File: src/rtl/twlfs_pkg.sv
// Package for the two-wire LED frame serializer.
// Shared types, segment codes and sequencer constants; no dependencies.
package twlfs_pkg;

    localparam int COLOUR_W    = 8;
    localparam int QUEUE_DEPTH = 2;

    // Segment sequencer: step 0 is the start burst, 1..32 the bit pulses,
    // 33 the end burst.
    localparam int             STEP_W         = 6;
    localparam logic [STEP_W-1:0] STEP_START     = 6'd0;
    localparam logic [STEP_W-1:0] STEP_FIRST_BIT = 6'd1;
    localparam logic [STEP_W-1:0] STEP_END       = 6'd33;

    localparam logic [2:0] LOW_SHORT = 3'd1;
    localparam logic [2:0] LOW_LONG  = 3'd4;
    localparam logic [1:0] TAIL_NONE = 2'd0;
    localparam logic [1:0] TAIL_BYTE = 2'd3;

    typedef enum logic [1:0] {
        SEG_BIT   = 2'd0,
        SEG_START = 2'd1,
        SEG_END   = 2'd2
    } t_seg_kind;

    // One classified LED waiting for the back end.
    typedef struct packed {
        logic                    need_start;
        logic                    need_end;
        logic [COLOUR_W-1:0]     header;
        logic [3*COLOUR_W-1:0]   colour;   // red in the top byte
    } t_pix_entry;

    typedef struct packed {
        t_seg_kind  kind;
        logic       data_level;
        logic [2:0] low_quanta;
        logic [1:0] tail_quanta;
        logic       last_result;
    } t_segment;

endpackage

File: src/rtl/twlfs_front.sv
// Front end: takes LED beats, tracks the open frame, tags start/end bursts.
// Depends on twlfs_pkg.
module twlfs_front
    import twlfs_pkg::*;
(
    input  logic                  i_clk,
    input  logic                  i_rst_n,
    input  logic                  i_cfg_we,
    input  logic [COLOUR_W-1:0]   i_cfg_wdata,
    input  logic                  s_axis_tvalid,
    output logic                  s_axis_tready,
    input  logic [3*COLOUR_W-1:0] s_axis_tdata,   // red, green, blue
    input  logic                  s_axis_tlast,   // last_pixel
    input  logic                  i_q_full,
    output logic                  o_q_push,
    output t_pix_entry            o_q_entry
);

    logic                r_frame_open;
    logic [COLOUR_W-1:0] r_header;

    assign s_axis_tready = !i_q_full;
    assign o_q_push      = s_axis_tvalid && !i_q_full;

    always_comb begin
        o_q_entry.need_start = !r_frame_open;
        o_q_entry.need_end   = s_axis_tlast;
        o_q_entry.header     = r_header;
        o_q_entry.colour     = {s_axis_tdata[COLOUR_W-1:0],
                                s_axis_tdata[2*COLOUR_W-1:COLOUR_W],
                                s_axis_tdata[3*COLOUR_W-1:2*COLOUR_W]};
    end

    always_ff @(posedge i_clk) begin
        if (!i_rst_n) begin
            r_frame_open <= 1'b0;
            r_header     <= '0;
        end else begin
            if (i_cfg_we) begin
                r_header <= i_cfg_wdata;
            end
            if (o_q_push) begin
                r_frame_open <= !s_axis_tlast;
            end
        end
    end

endmodule

File: src/rtl/twlfs_queue.sv
// Small queue of classified LEDs between front and back end.
// Depends on twlfs_pkg.
module twlfs_queue
    import twlfs_pkg::*;
#(
    parameter int DEPTH = QUEUE_DEPTH
) (
    input  logic       i_clk,
    input  logic       i_rst_n,
    input  logic       i_push,
    input  t_pix_entry i_entry,
    output logic       o_full,
    input  logic       i_pop,
    output logic       o_valid,
    output t_pix_entry o_head
);

    localparam int PTR_W = (DEPTH > 1) ? $clog2(DEPTH) : 1;
    localparam int CNT_W = $clog2(DEPTH + 1);
    localparam logic [PTR_W-1:0] PTR_LAST = PTR_W'(DEPTH - 1);
    localparam logic [CNT_W-1:0] CNT_FULL = CNT_W'(DEPTH);

    t_pix_entry       r_mem [DEPTH];
    logic [PTR_W-1:0] r_wr_ptr, r_rd_ptr;
    logic [CNT_W-1:0] r_count;
    logic [PTR_W-1:0] n_wr_ptr, n_rd_ptr;
    logic [CNT_W-1:0] n_count;

    assign o_full  = (r_count == CNT_FULL);
    assign o_valid = (r_count != '0);
    assign o_head  = r_mem[r_rd_ptr];

    always_comb begin
        n_wr_ptr = r_wr_ptr;
        n_rd_ptr = r_rd_ptr;
        n_count  = r_count;
        if (i_push) begin
            n_wr_ptr = (r_wr_ptr == PTR_LAST) ? '0 : r_wr_ptr + 1'b1;
        end
        if (i_pop) begin
            n_rd_ptr = (r_rd_ptr == PTR_LAST) ? '0 : r_rd_ptr + 1'b1;
        end
        if (i_push && !i_pop) begin
            n_count = r_count + 1'b1;
        end else if (i_pop && !i_push) begin
            n_count = r_count - 1'b1;
        end
    end

    always_ff @(posedge i_clk) begin
        if (i_push) begin
            r_mem[r_wr_ptr] <= i_entry;
        end
    end

    always_ff @(posedge i_clk) begin
        if (!i_rst_n) begin
            r_wr_ptr <= '0;
            r_rd_ptr <= '0;
            r_count  <= '0;
        end else begin
            r_wr_ptr <= n_wr_ptr;
            r_rd_ptr <= n_rd_ptr;
            r_count  <= n_count;
        end
    end

    a_no_overflow: assert property (@(posedge i_clk) disable iff (!i_rst_n)
        i_push |-> !o_full || i_pop)
        else $error("queue push while full");

    a_no_underflow: assert property (@(posedge i_clk) disable iff (!i_rst_n)
        i_pop |-> o_valid)
        else $error("queue pop while empty");

    a_count_range: assert property (@(posedge i_clk) disable iff (!i_rst_n)
        r_count <= CNT_FULL)
        else $error("queue count out of range");

endmodule

File: src/rtl/twlfs_back.sv
// Back end: walks each queued LED through its segments, one per beat,
// into a registered output stage. Depends on twlfs_pkg.
module twlfs_back
    import twlfs_pkg::*;
(
    input  logic       i_clk,
    input  logic       i_rst_n,
    input  logic       i_q_valid,
    input  t_pix_entry i_q_head,
    output logic       o_q_pop,
    output logic       m_axis_tvalid,
    input  logic       m_axis_tready,
    output logic [7:0] m_axis_tdata,   // data_level, low_quanta[2:0], tail_quanta[1:0], 2'b0
    output logic [1:0] m_axis_tuser,   // segment_kind
    output logic       m_axis_tlast    // last_result
);

    logic [STEP_W-1:0]        r_step, n_step, eff_step;
    logic [4:0]               bit_idx;
    logic [4*COLOUR_W-1:0]    word;
    logic                     adv, emit;
    t_segment                 seg;
    t_segment                 r_seg;
    logic                     r_valid;

    assign adv  = !r_valid || m_axis_tready;
    assign emit = adv && i_q_valid;

    always_comb begin
        // frames already open skip the start burst step
        eff_step = (r_step == STEP_START && !i_q_head.need_start) ? STEP_FIRST_BIT : r_step;
        bit_idx  = 5'(eff_step - STEP_FIRST_BIT);
        word     = {i_q_head.header, i_q_head.colour};

        seg.kind        = SEG_BIT;
        seg.data_level  = 1'b0;
        seg.low_quanta  = 3'd0;
        seg.tail_quanta = TAIL_NONE;
        seg.last_result = 1'b0;
        if (eff_step == STEP_START) begin
            seg.kind = SEG_START;
        end else if (eff_step == STEP_END) begin
            seg.kind        = SEG_END;
            seg.last_result = 1'b1;
        end else begin
            seg.data_level = word[~bit_idx];
            // header bits alternate short and long clock-low
            seg.low_quanta = (bit_idx < 5'd8 && bit_idx[0]) ? LOW_LONG : LOW_SHORT;
            if (bit_idx >= 5'd8 && bit_idx[2:0] == 3'd7) begin
                seg.tail_quanta = TAIL_BYTE;
            end
            seg.last_result = (bit_idx == 5'd31) && !i_q_head.need_end;
        end
    end

    always_comb begin
        n_step = r_step;
        if (emit) begin
            n_step = seg.last_result ? STEP_START : eff_step + 1'b1;
        end
    end

    assign o_q_pop = emit && seg.last_result;

    always_ff @(posedge i_clk) begin
        if (!i_rst_n) begin
            r_step  <= STEP_START;
            r_valid <= 1'b0;
        end else begin
            r_step <= n_step;
            if (adv) begin
                r_valid <= i_q_valid;
            end
        end
    end

    always_ff @(posedge i_clk) begin
        if (emit) begin
            r_seg <= seg;
        end
    end

    assign m_axis_tvalid = r_valid;
    assign m_axis_tdata  = {2'b00, r_seg.tail_quanta, r_seg.low_quanta, r_seg.data_level};
    assign m_axis_tuser  = r_seg.kind;
    assign m_axis_tlast  = r_seg.last_result;

    a_step_range: assert property (@(posedge i_clk) disable iff (!i_rst_n)
        r_step <= STEP_END)
        else $error("segment step out of range");

    a_idle_step: assert property (@(posedge i_clk) disable iff (!i_rst_n)
        !i_q_valid |-> r_step == STEP_START)
        else $error("sequencer mid-LED with empty queue");

    a_end_is_last: assert property (@(posedge i_clk) disable iff (!i_rst_n)
        m_axis_tvalid && m_axis_tuser == SEG_END |-> m_axis_tlast)
        else $error("end burst not marked last");

    a_start_not_last: assert property (@(posedge i_clk) disable iff (!i_rst_n)
        m_axis_tvalid && m_axis_tuser == SEG_START |-> !m_axis_tlast)
        else $error("start burst marked last");

endmodule

File: src/rtl/two_wire_led_frame_serializer.sv
// Two-wire LED frame serializer: each LED beat becomes 32 bit-pulse segments,
// plus a start burst on the first LED of a frame and an end burst on the last.
// The LED beat is written into the queue, then its segments into the registered output.
// Throughput: one segment per cycle while the receiver is ready (32 per LED, 33 or 34
// with bursts), set by the back-end sequencer; a 2-deep queue hides the front end.
// Reset (synchronous, active low) closes the frame and clears header_byte to 0.
module two_wire_led_frame_serializer
    import twlfs_pkg::*;
#(
    parameter int QDEPTH = QUEUE_DEPTH
) (
    input  logic                  i_clk,
    input  logic                  i_rst_n,
    input  logic                  i_cfg_we,
    input  logic [COLOUR_W-1:0]   i_cfg_wdata,    // header_byte
    input  logic                  s_axis_tvalid,
    output logic                  s_axis_tready,
    input  logic [3*COLOUR_W-1:0] s_axis_tdata,   // red[7:0], green[7:0], blue[7:0]
    input  logic                  s_axis_tlast,   // last_pixel
    output logic                  m_axis_tvalid,
    input  logic                  m_axis_tready,
    output logic [7:0]            m_axis_tdata,   // data_level, low_quanta[2:0], tail_quanta[1:0], pad
    output logic [1:0]            m_axis_tuser,   // segment_kind
    output logic                  m_axis_tlast    // last_result
);

    logic       q_push, q_full, q_pop, q_valid;
    t_pix_entry q_in, q_head;

    twlfs_front u_front (
        .i_clk         (i_clk),
        .i_rst_n       (i_rst_n),
        .i_cfg_we      (i_cfg_we),
        .i_cfg_wdata   (i_cfg_wdata),
        .s_axis_tvalid (s_axis_tvalid),
        .s_axis_tready (s_axis_tready),
        .s_axis_tdata  (s_axis_tdata),
        .s_axis_tlast  (s_axis_tlast),
        .i_q_full      (q_full),
        .o_q_push      (q_push),
        .o_q_entry     (q_in)
    );

    twlfs_queue #(
        .DEPTH (QDEPTH)
    ) u_queue (
        .i_clk   (i_clk),
        .i_rst_n (i_rst_n),
        .i_push  (q_push),
        .i_entry (q_in),
        .o_full  (q_full),
        .i_pop   (q_pop),
        .o_valid (q_valid),
        .o_head  (q_head)
    );

    twlfs_back u_back (
        .i_clk         (i_clk),
        .i_rst_n       (i_rst_n),
        .i_q_valid     (q_valid),
        .i_q_head      (q_head),
        .o_q_pop       (q_pop),
        .m_axis_tvalid (m_axis_tvalid),
        .m_axis_tready (m_axis_tready),
        .m_axis_tdata  (m_axis_tdata),
        .m_axis_tuser  (m_axis_tuser),
        .m_axis_tlast  (m_axis_tlast)
    );

endmodule

File: config.mk
export PLATFORM = sky130hd
export DESIGN_NAME = two_wire_led_frame_serializer
export DESIGN_NICKNAME = d
export VERILOG_FILES = /design/src/rtl/twlfs_pkg.sv /design/src/rtl/twlfs_front.sv /design/src/rtl/twlfs_queue.sv /design/src/rtl/twlfs_back.sv /design/src/rtl/two_wire_led_frame_serializer.sv
export SDC_FILE = /design/constraint.sdc
export NUM_CORES = 1
export LEC_CHECK = 0
export BUFFER_PORTS_ARGS = -buffer_cell sky130_fd_sc_hd__buf_4
export CAP_MARGIN = 10
export CORE_MARGIN = 8
export CORE_UTILIZATION = 35
export CTS_CLUSTER_SIZE = 30
export DETAILED_ROUTE_END_ITERATION = 6
export MAX_ROUTING_LAYER = met4
export SLEW_MARGIN = 20
export SYNTH_ARGS = -nofsm -noshare
export SYNTH_HDL_FRONTEND = slang
export SYNTH_HIERARCHICAL = 1
export SYNTH_SLANG_ARGS = --single-unit
File: constraint.sdc
create_clock -name i_clk -period 3.29 [get_ports i_clk]
set_input_delay 0.329 -clock i_clk [delete_from_list [all_inputs] [get_ports i_clk]]
set_output_delay 0.329 -clock i_clk [all_outputs]
set_load 0.05 [all_outputs]
======== After elaboration in Yosys (flattened, before gate mapping) ========
Memory sizes are Yosys's and may differ from the RTL's. A register that Yosys moved wholly into a read port is not among the register bits.
Index checks and enable logic that the tools add are counted.
storage, ports and cells
  register bits ........................... 29
  bits in writable memories ............... 68
  word-level logic and storage cells ...... 67
  memories kept ........................... 1
memories
  memory         words  bits a word  rd ports  clocked after Yosys merged registers in  wr ports  line               RTL
  u_queue.r_mem  2      34           1         1                                        1         twlfs_queue.sv:23  t_pix_entry r_mem [DEPTH];
cells by class
  $add $sub $neg .......................... 6
  magnitude comparators ................... 3
  equal/unequal tests ..................... 4
  mux-type cells .......................... 17
  bitwise logic cells ..................... 1
  reduce and logical (&&, ||, !) cells .... 23
operators with widths
  operator             number
  $logic_not 6->1      2
  $mux 6               2
  $logic_and 1x1->1    9
  $mux 1               9
  $logic_not 1->1      8
  $mux 2               4
  $add 6x1->6 const B  1
  $eq 6x6->1 const B   1
  $lt 5x6->1 const B   1
  $bmux 1 s5           1
  $eq 5x5->1 const B   1
  $ge 5x4->1 const B   1
  $lt 5x4->1 const B   1
  $not 5->5            1
  $sub 5x1->5 const B  1
  $reduce_bool 2->1    2
  $eq 3x3->1 const B   1
  $mux 3               1
  $add 1x1->1 const B  2
  $add 2x1->2 const B  1
  $eq 2x2->1 const B   1
  $reduce_or 2->1      1
  $sub 2x1->2 const B  1
  $logic_or 1x1->1     1

======== Longest topological paths before layout ========
Gate-level depths: netlist of the first run.
  depth in word-level cells ............... 12
  depth in mapped cells ................... 19
  gate-level depth less buffers ........... 16

======== Hierarchy ========
The synthesis of the first run kept the hierarchy.
by module, submodules not included
  module       times used  cells an instance  area each (sq um)  seq. area each (sq um)
  twlfs_queue  1           128                2673.8             2142.1
  twlfs_back   1           113                1157.4             350.3
  twlfs_front  1           56                 540.5              180.2

======== Worst setup path after synthesis of the first run ========
Ideal clock, no wire load.
  kind .................................... reg-to-reg
  from .................................... register with a tool-made name
  to ...................................... register u_queue.r_count[1]
  arrival time ............................ 3.437 ns
  required time ........................... 3.220 ns
  setup slack ............................. -0.217 ns
  stages on the path, launching flop included .. 19
  path buffers ............................ 3
  period minus slack after synthesis ...... 3.507 ns
  path through ............................ dfxtp_1 > buf_2 > buf_4 > mux2_2 > nor3_2 > a21oi_2 > ha_1 > buf_6 > or2b_2 > o22ai_1 > nand4b_1 > a21o_2 > inv_2 > nand2_1 > inv_1 > inv_1 > ha_1 > or3_1 > a21boi_1
RTL lines
  element               line               RTL
  end signal, assigned  twlfs_queue.sv:64  r_count <= n_count;
  end, declared         twlfs_queue.sv:25  logic [CNT_W-1:0] r_count;

==> summary.md, run 1 <==
| Metric | Value |
|---|---|
| Die area | `between 0.015 and 0.02 mm^2` |
| CP dominant cell by count | `inv_2` |
| Worst setup EP type | `register` |
| Switching Fraction | `around a third` |
| Ys Warns | `6` |
| Leak | `approximately 1.9 nW` |
| Period minus WS final | `approximately 3100 ps` |
| Critical path arrival | `about 3300 ps` |
| Hold Fails Final Rpt | `0` |
| Drt initial violations | `84` |
| Clk_lat worst skew | `between 300 and 400 ps` |
| Post-Layout Cell Count | `around 500` |
| Final hold slack | `around 170 ps` |
| DRT antenna net count | `0` |
| Sequential fraction of the synthesis area | `roughly three fifths` |
| Max Clk Rate | `~0.33 GHz` |
| Initial DRT Pass Iterations | `5` |
| Worst Hold Depth | `1` |
| Sw power | `between 1 and 1.5 mW` |
| I/O Pins | `51` |
| Overall routing resource usage | `9.86%` |
| Hold path endpoint | `u_queue/r_mem[1][16]` |
| Worst-path clk slew | `about 70 ps` |
| Reg2Reg Depth | `16` |
| Post-synth top area share | `between 50% and 60%` |
| Clock group share of total power | `~26%` |
| Via count | `about 2300` |
| Post-synth EDFFs | `75` |
| Max-slew violations | `0` |
| Hold buffer count at cts | `0` |
| DRC | `0` |
| Area of the multi-input gates | `between 0.001 and 0.0015 mm^2` |
| VDD IR-drop max | `278 uV` |
| Area leader, netlist | `edfxtp_1` |
| Nets | `about 370` |
| Cell breakdown of the critical path | `mux2_4 > nor3_4 > a21oi_4 > inv_2 > ha_1 > nand2_1 > or4_4 > a21o_4 > inv_2 > nand2_2 > inv_2 > inv_1 > ha_4 > xor2_1 > or3_1 > a21boi_1` |
| Cell count after synthesis | `between 200 and 300` |
| CP max stage delay | `440 ps` |
| Chip width | `~130 um` |
| Critical path launch point type | `register` |
| FF+latch area | `approximately 0.0027 mm^2` |
| Root Driver | `clkbuf_16` |
| Fin Clk Skew | `4.96 ps` |
| Share of cells above drive strength 1 | `38.6%` |
| Vias in the first global route | `between 2000 and 2500` |
| Outcome | `completed` |
| Initial antenna violation count | `0` |
| Final worst-path cycle share | `92.8%` |
| Most used DFF post-synth | `edfxtp_1` |
| CP max stage cell | `or4_4` |
| Reg2reg end | `u_queue/r_count[1]` |
| Yosys cell types | `50` |
| Worst min-delay path class | `in -> reg` |
| Synth area leaders | `edfxtp_1 (52%), dfxtp_1 (9.6%), mux2_2 (8.8%)` |
| First-pass GRT wire length | `between 10 and 15 mm` |
| Internal Power | `about 2.6 mW` |
| Largest net degree at the start of global routing | `35` |
| Total CTS buffers | `9` |
| Core area | `around 0.012 mm^2` |
| CTS tree | `yes` |
| Final Wtd Congestion | `around 0.81` |
| Hold Crit Start | `s_axis_tdata[0]` |
| Worst Path Required | `3560 ps` |
| Power density cells | `747 mW/mm^2` |
| Final setup fails | `0` |
| Drt total wl | `around 7.4 mm` |
| Crit-path max FO | `4` |
| Syn avg cell area | `14.7 um^2` |
| Starting density of the core | `35.2%` |
| Clock sink count | `between 90 and 100` |
| Number of H-tree levels | `3` |
| GRT Residual Overflow | `0` |
| Via-per-instance ratio | `4.53` |
| Wire per inst | `around 15 um` |
| Inserted Diodes | `0` |
| Mapped cell area | `between 0.004 and 0.005 mm^2` |
| WS Path Type | `reg -> reg` |
| HPWL Detailed | `5.08 mm` |
| Flop pwr share | `approximately two fifths` |
| Dpl cells | `486` |
| Worst-case clock buffer depth | `2` |
| MaxCap Viol Count | `0` |
| Die Y | `about 130 um` |
| Rows | `between 40 and 50` |
| Asr flop ratio synth | `0%` |
| Reg2reg start | `u_queue/r_mem[0][33]` |
| Seq cells post-synth | `96` |
| Fillers | `roughly 1200` |
| Combinational power share | `between 30% and 40%` |
| Reg2Reg Setup Slack | `around 240 ps` |
| I/O Buffers | `47` |
| Syn-to-layout area delta | `15.0%` |
## sequential cells by signal, indices dropped and copies added, names as in the netlist, named ones only
name / cells
u_queue/r_mem: 68
u_front/r_header: 8
u_back/r_step: 6
u_back/m_axis_tdata: 4
u_back/m_axis_tuser: 2
u_queue/r_count: 2
u_back/m_axis_tlast: 1
u_back/m_axis_tvalid: 1
u_front/r_frame_open: 1
u_queue/r_rd_ptr: 1
u_queue/r_wr_ptr: 1
## power by group through the flow
stage,Clock (mW),Sequential [mW],Combinational [mW]
after detailed placement,0,1.60,1.20
after CTS,1.00,1.58,1.20
after global routing,1.05,1.59,1.30
after floorplan,0,1.73,0.808
final,0.974,1.57,1.21
after global placement,0,1.60,1.20
## metal layers
layer / vias up / part of all wire (%) / track usage [%]
met2: 51 / 47 / 15.1
met5: - / 0 / -
met1: 1101 / 47 / 11.7
met4: 0 / 2.3 / 5.59
li1: 1117 / - / -
met3: 15 / 3.5 / 2.33
## cells by family (layout without fill, tap and decap cells)
kind of cell,Yosys count,after routing,share of synthesized area [%]
simple gates,57,57,7.93
mux,61,61,16.3
xor+xnor,8,8,1.60
fa+ha+maj,4,4,1.14
flops,96,96,61.1
other cells,1,3,0.0858
compound gates,19,19,3.15
buf+inv,51,84,8.61
## per-stage QoR
stage | utilization, % | setup slack [ps] | instance area [um^2] | TNS (ps) | power [mW]
2_1_floorplan | - | 12.1 | 4420 | 0 | 2.53
3_3_place_gp | 38.0 | 240 | 4710 | 0 | 2.79
3_5_place_dp | 38.0 | 129 | 4710 | 0 | 2.80
4_1_cts | 40.3 | 131 | 5000 | 0 | 3.78
5_1_grt | 40.5 | -0.567 | 5030 | -0.567 | 3.95
6_report | 40.5 | 237 | 5030 | 0 | 3.75
## worst max-delay path by stage
stage	from	to	slack, ps	cells after the start
CTS	register	u_queue/r_count[1]	130	16
global route	u_queue/r_mem[0][33]	u_queue/r_count[1]	-0.6	16
floorplan	register	u_queue/r_count[1]	10	19
finish	u_queue/r_mem[0][33]	u_queue/r_count[1]	240	16
detailed placement	register	u_queue/r_count[1]	130	16
global placement	register	u_queue/r_count[1]	240	16
## cells in the mapped netlist (all sizes together) (4+ instances only)
master	count
edfxtp	75
buf	37
mux2	34
mux2i	23
dfxtp	21
nor2b	12
inv	11
nand2	11
a21oi	6
and2	5
nor3	5
xor2	5
ha	4
mux4	4
nand3	4
## layout make-up
type | count | share of cell area, %
repair buffers | 57 | 8.51
multi-input cells | 152 | 27.5
clock buffers | 10 | 4.75
inverters | 11 | 0.822
well taps | 172 | 4.28
flip-flops and latches | 96 | 53.2
clock inverters | 6 | 0.896
## cells in the final DEF, fill, tap and decap left out, drive strengths merged, types with 4 or more instances in the layout
cell,instances
a21oi,6
and2,5
buf,57
clkbuf,10
dfxtp,21
edfxtp,75
ha,4
inv,11
mux2,34
mux2i,23
mux4,4
nand2,11
nand3,4
nor2b,12
nor3,5
xor2,5
## worst max-delay path: cells and delay by family, from the launching register on
kind            cells  cell delay (ps)
mux                 1              280
fa+ha+maj           2              290
compound gates      3              500
simple gates        5             1150
xor+xnor            1              130
buf+inv             4              290
flops               1              360
## what timing repair did
action                     in CTS  in global routing
gates resized for setup         0                  6
buffers inserted                0                  2
setup endpoints to repair       0                  1
hold endpoints to repair        0                  0
No activity file was read; power rests on OpenSTA's default activity.
==> run 2: changes to the inputs <==
--- a/config.mk
+++ b/config.mk
@@ -12,6 +12,7 @@
 export CTS_CLUSTER_SIZE = 30
 export DETAILED_ROUTE_END_ITERATION = 6
 export MAX_ROUTING_LAYER = met4
+export PLACE_DENSITY_LB_ADDON = 0.25
 export SLEW_MARGIN = 20
 export SYNTH_ARGS = -nofsm -noshare
 export SYNTH_HDL_FRONTEND = slang
==> constraint.sdc (replaced) <==
create_clock -name i_clk -period 3.2 [get_ports i_clk]
set_input_delay 0.32 -clock i_clk [delete_from_list [all_inputs] [get_ports i_clk]]
set_output_delay 0.32 -clock i_clk [all_outputs]
set_load 0.05 [all_outputs]
==> summary.md, run 2 (synthesis results as in run 1) <==
| Metric | Value |
|---|---|
| Most frequent cells in the layout | `edfxtp_1 (75), buf_4 (57), mux2_2 (33)` |
| I/O Pins | `51 (unchanged)` |
| Total CTS buffers | `9 (unchanged)` |
| Final setup fails | `0 (unchanged)` |
| Period minus WS final | `3040 ps (-13.3 ps)` |
| Outcome | `completed` |
| CP max stage cell | `or4_4` |
| FF+latch area | `0.00267 mm^2 (about the same)` |
| Max-slew violations | `0 (unchanged)` |
| Share of cells above drive strength 1 | `37.3% (-1.2 points)` |
| Hold buffer count at cts | `0 (unchanged)` |
| GRT Residual Overflow | `0 (unchanged)` |
| WS Path Type | `reg -> reg` |
| Worst setup EP type | `register` |
| DRC | `0 (unchanged)` |
| Initial DRT Pass Iterations | `4 (-1)` |
| Worst-path clk slew | `60 ps (about the same)` |
| Fillers | `1207 (+2.6%)` |
| Worst-case clock buffer depth | `2 (unchanged)` |
| Inserted Diodes | `0 (unchanged)` |
| Cell breakdown of the critical path | `mux2_4 > nor3_4 > a21oi_4 > inv_1 > ha_1 > nand2_1 > or4_4 > a21o_2 > inv_2 > nand2_2 > inv_2 > inv_2 > ha_4 > xor2_1 > or3_1 > a21boi_1` |
| Die area | `0.0163 mm^2 (unchanged)` |
| VDD IR-drop max | `299 uV (+7.6%)` |
| Power density cells | `771 mW/mm^2 (+3.3%)` |
| CP delay by family, top | `simple AND/OR/NAND/NOR gates` |
| Dpl cells | `487 (+0.21%)` |
| Rows | `41 (unchanged)` |
| Number of H-tree levels | `3 (unchanged)` |
| Wire per inst | `14.9 um (+1.1%)` |
| CP max stage delay | `420 ps (-20 ps)` |
| I/O Buffers | `47 (unchanged)` |
| Chip width | `128 um (unchanged)` |
| Clk_lat worst skew | `340 ps (about the same)` |
| Nets | `369 (unchanged)` |
| MaxCap Viol Count | `0 (unchanged)` |
| Drt total wl | `7.53 mm (+1.1%)` |
| Largest Register | `u_queue/r_mem` |
| Critical path launch point type | `register` |
| Post-Layout Cell Count | `504 (unchanged)` |
| CP bufs+invs | `4 (unchanged)` |
| Core area | `0.0124 mm^2 (unchanged)` |
| Root Driver | `clkbuf_16` |
| Die Y | `128 um (unchanged)` |
| Worst-Margin Slew | `510 ps` |
| Clock sink count | `96 (unchanged)` |
| Critical path arrival | `3310 ps (about the same)` |
| Final Wtd Congestion | `0.812 (about the same)` |
| First-pass GRT wire length | `12.0 mm (-0.75%)` |
| Via-per-instance ratio | `4.49 (-0.88%)` |
| TNS Setup | `0 ps (unchanged)` |
| Largest registers | `u_queue/r_mem: 68 flops, u_front/r_header: 8 flops, u_back/r_step: 6 flops` |
| CP dominant cell by count | `inv_2` |
| Leak | `1.91 nW (+0.44%)` |
| DRT antenna net count | `0 (unchanged)` |
| Via count | `2264 (-0.88%)` |
| CTS tree | `yes` |
| Area of the multi-input gates | `0.00138 mm^2 (-0.27%)` |
| Most common cell after layout, fill and taps aside | `edfxtp_1` |
| RSZ-0062 raised after global routing | `false` |
| Fin Clk Skew | `3.19 ps (-1.77 ps)` |
| Worst min-delay path class | `in -> reg` |
| Headroom to the max-slew limit | `66.0%` |
| Crit-path max FO | `5 (+1)` |
| Syn-to-layout area delta | `14.9% (about the same)` |
| Drt initial violations | `71 (-15%)` |
| Final worst-path cycle share | `95.0% (+2.2 points)` |
| Worst Path Required | `3470 ps (-90 ps)` |
| Initial antenna violation count | `0 (unchanged)` |
| Max Clk Rate | `0.329 GHz (+0.44%)` |
| Largest register FFs | `68 (unchanged)` |
| Largest net degree at the start of global routing | `36 (+2.9%)` |
| HPWL Detailed | `5.04 mm (-0.77%)` |
| Starting density of the core | `35.2% (unchanged)` |
| Overall routing resource usage | `9.86% (about the same)` |
| Vias in the first global route | `2427 (-0.82%)` |
| Hold Fails Final Rpt | `0 (unchanged)` |
[run 2: cell type report]
class                      instances  share of cell area [%]
sequential                        96                    53.2
multi-input combinational        152                    27.5
timing repair buffer              57                    8.52
clock buffer                       9                    4.48
tap                              172                    4.28
clock inverter                     7                    1.25
inverter                          11                   0.822
[run 2: stage by stage]
step | power, mW | hold WS, ps | instance area (um^2) | utilization (%) | setup WS (ps)
2_1_floorplan | 2.62 | 425 | 4430 | - | 10.4
3_3_place_gp | 2.89 | 441 | 4730 | 38.1 | 215
3_5_place_dp | 2.89 | 449 | 4730 | 38.1 | 98.4
4_1_cts | 3.93 | 152 | 5010 | 40.4 | 62.4
5_1_grt | 4.08 | 152 | 5020 | 40.5 | 5.52
6_report | 3.87 | 167 | 5020 | 40.5 | 160
[run 2: routing by layer]
metal / up-vias / part of all wire, % / global-route usage (%)
met3: 8 / 4.1 / 2.87
li1: 1114 / - / -
met1: 1100 / 47 / 11.7
met5: - / 0 / -
met2: 42 / 47 / 15.4
met4: 0 / 1.4 / 4.20
[run 2: timing repair]
action,in CTS,in global routing
setup buffers,0,1
setup endpoints to repair,0,1
gates resized for setup,0,1
[run 2: path summary, 6_finish.rpt]
path	slack [ps]	end	from	depth (start not counted)
max	160	u_queue/r_count[1]	register	16
min	170	u_queue/r_mem[1][5]	s_axis_tdata[21]	1
max reg2reg	160	u_queue/r_count[1]	register	16
min reg2reg	460	u_queue/r_mem[1][31]	u_front/r_header[7]	0
[run 2: report_power, final]
| part | total [mW] | switching, mW | internal [mW] |
|---|---|---|---|
| Combinational | 1.23 | 0.700 | 0.526 |
| Clock | 1.03 | 0.436 | 0.597 |
| Sequential | 1.62 | 0.0651 | 1.55 |
| Total | 3.87 | 1.20 | 2.67 |
==> run 3: changes to the inputs <==
--- a/config.mk
+++ b/config.mk
@@ -8,7 +8,7 @@
 export BUFFER_PORTS_ARGS = -buffer_cell sky130_fd_sc_hd__buf_4
 export CAP_MARGIN = 10
 export CORE_MARGIN = 8
-export CORE_UTILIZATION = 35
+export CORE_UTILIZATION = 58
 export CTS_CLUSTER_SIZE = 30
 export DETAILED_ROUTE_END_ITERATION = 6
 export MAX_ROUTING_LAYER = met4
==> summary.md, run 3 (synthesis results as in run 1) <==
| Metric | Value |
|---|---|
| Outcome | `completed` |
| I/O Pins | `51 (unchanged)` |
| Largest Register | `u_queue/r_mem` |
| Chip width | `103 um (-20%)` |
| Period minus WS final | `3030 ps (-6.62 ps)` |
| CTS tree | `yes` |
| Largest register FFs | `68 (unchanged)` |
| I/O Buffers | `47 (unchanged)` |
| Final worst-path cycle share | `94.8% (-0.21 points)` |
| MaxCap Viol Count | `0 (unchanged)` |
| DRC | `0 (unchanged)` |
| Cell area after layout | `0.00488 mm^2 (-2.8%)` |
| WS Path Type | `reg -> reg` |
| Most common cell after layout, fill and taps aside | `edfxtp_1` |
| Worst setup EP type | `register` |
| Final setup fails | `0 (unchanged)` |
| Inserted Diodes | `0 (unchanged)` |
| Core area | `0.00729 mm^2 (-41%)` |
| Clock sink count | `96 (unchanged)` |
| Worst-path clk slew | `90 ps (+30 ps)` |
| Starting density of the core | `60.0% (+25 points)` |
| Syn-to-layout area delta | `11.7%` |
| Total CTS buffers | `9 (unchanged)` |
| First-pass GRT wire length | `11.2 mm (-6.5%)` |
| Reg2Reg Setup Slack | `170 ps (about the same)` |
| Reg2Reg Depth | `16 (unchanged)` |
| Worst min-delay path class | `in -> reg` |
| Max-slew violations | `0 (unchanged)` |
| Clk_lat worst skew | `360 ps (+20 ps)` |
| Fin Clk Skew | `11.1 ps (+7.92 ps)` |
| Worst Hold Depth | `1 (unchanged)` |
| Initial DRT Pass Iterations | `4 (unchanged)` |
| HPWL Detailed | `4.68 mm (-7.2%)` |
| GRT Residual Overflow | `0 (unchanged)` |
| DRT antenna net count | `0 (unchanged)` |
| Via count | `2271 (+0.31%)` |
| Hold buffer count at cts | `0 (unchanged)` |
| Hold Fails Final Rpt | `0 (unchanged)` |
| Max Clk Rate | `0.330 GHz (+0.22%)` |
| Crit-path max FO | `5 (unchanged)` |
| Most frequent cells in the layout | `edfxtp_1 (75), buf_4 (57), mux2_2 (33)` |
| Post-Layout Cell Count | `431 (-14%)` |
| Wire per inst | `16.2 um (+8.5%)` |
| Via-per-instance ratio | `5.27 (+17%)` |
| Reg2reg end | `u_queue/r_count[1]` |
| Nets | `369 (unchanged)` |
| Drt initial violations | `106 (+49%)` |
| Reg2reg start | `u_queue/r_mem[0][33]` |
| Hold Crit Start | `s_axis_tdata[6]` |
| Critical path launch point type | `register` |
| Total Power | `3.76 mW (-2.9%)` |
| Die Y | `103 um (-20%)` |
| Share of cells above drive strength 1 | `38.6% (+1.2 points)` |
| VDD IR-drop max | `312 uV (+4.2%)` |
| Initial antenna violation count | `0 (unchanged)` |
| Hold path endpoint | `u_queue/r_mem[0][22]` |
| Largest registers | `u_queue/r_mem: 68 flops, u_front/r_header: 8 flops, u_back/r_step: 6 flops` |
| Die area | `0.0106 mm^2 (-35%)` |
| Final Wtd Congestion | `0.911 (+12%)` |
| TNS Setup | `0 ps (unchanged)` |
| Fillers | `554 (-54%)` |
| Critical path arrival | `3320 ps (about the same)` |
| Post-DP Area | `0.00463 mm^2 (-1.9%)` |
| Root Driver | `clkbuf_8` |
| Leak | `1.89 nW (-1.2%)` |
| Layout Utilization | `67.0% (+26 points)` |
| Vias in the first global route | `2289 (-5.7%)` |
| Number of H-tree levels | `3 (unchanged)` |
| Power density cells | `771 mW/mm^2 (about the same)` |
| Largest net degree at the start of global routing | `35 (-2.8%)` |
| Worst Path Required | `3490 ps (+20 ps)` |
| Rows | `31 (-24%)` |
| Drt total wl | `6.98 mm (-7.2%)` |
| Dpl cells | `414 (-15%)` |
| Worst-case clock buffer depth | `2 (unchanged)` |
| Overall routing resource usage | `14.6% (+4.7 points)` |
==> run 3: changes by cell type in the layout (fill, tap and decap cells not counted), sizes merged <==
cell and delta:
clkinv -3, clkinvlp -1, inv +1, bufinv +2, clkbuf +1
==> run 3: layer usage <==
| metal | GRT usage (%) | vias up | part of all wire [%] |
|---|---|---|---|
| met2 | 22.1 | 58 | 48 |
| li1 | - | 1108 | - |
| met4 | 5.78 | 0 | 1.4 |
| met3 | 4.19 | 9 | 4.8 |
| met5 | - | - | 0 |
| met1 | 18.0 | 1096 | 46 |
==> run 3: area by class of cell <==
class                      count  area [um^2]  share of cell area, %
clock inverter                 6          106                   2.18
clock buffer                  10          128                   2.61
sequential                    96         2680                   54.8
tap                           99          124                   2.54
inverter                      11         41.3                  0.846
multi-input combinational    152         1380                   28.3
timing repair buffer          57          428                   8.76
==> run 3: worst max path at each step <==
stage,start,end,slack (ps),cells past startpoint
after floorplan,register,u_queue/r_count[1],10,19
after global placement,register,u_queue/r_count[1],220,16
after detailed placement,register,u_queue/r_count[1],110,16
after CTS,register,u_queue/r_count[1],80,16
after global routing,u_queue/r_mem[0][33],u_queue/r_count[1],-20,16
final,u_queue/r_mem[0][33],u_queue/r_count[1],170,16
==> run 3: worst max-delay path, cell delays in order (launching register included) <==
cell,delay (ps)
edfxtp_1,370
mux2_4,290
nor3_4,220
a21oi_4,110
inv_2,80
ha_1,140
nand2_1,50
or4_4,430
a21o_2,260
inv_2,90
nand2_2,70
inv_2,80
inv_2,40
ha_4,140
xor2_1,150
or3_1,320
a21boi_1,120
==> run 3: power breakdown <==
part / switching, mW / internal [mW]
Sequential: 0.0674 / 1.55
Clock: 0.404 / 0.517
Combinational: 0.688 / 0.536
Total: 1.16 / 2.60
==> run 3: per-stage QoR <==
stage	hold slack, ps	setup slack [ps]
floorplan	425	10.4
global placement	434	218
detailed placement	445	112
CTS	126	84.7
global route	110	-16.3
finish	141	167
==> run 3: what timing repair did <==
action,in CTS,in global routing
gates resized for setup,0,5
endpoints found under the hold margin,0,0
buffers inserted,0,1
endpoints found under the setup margin,0,1
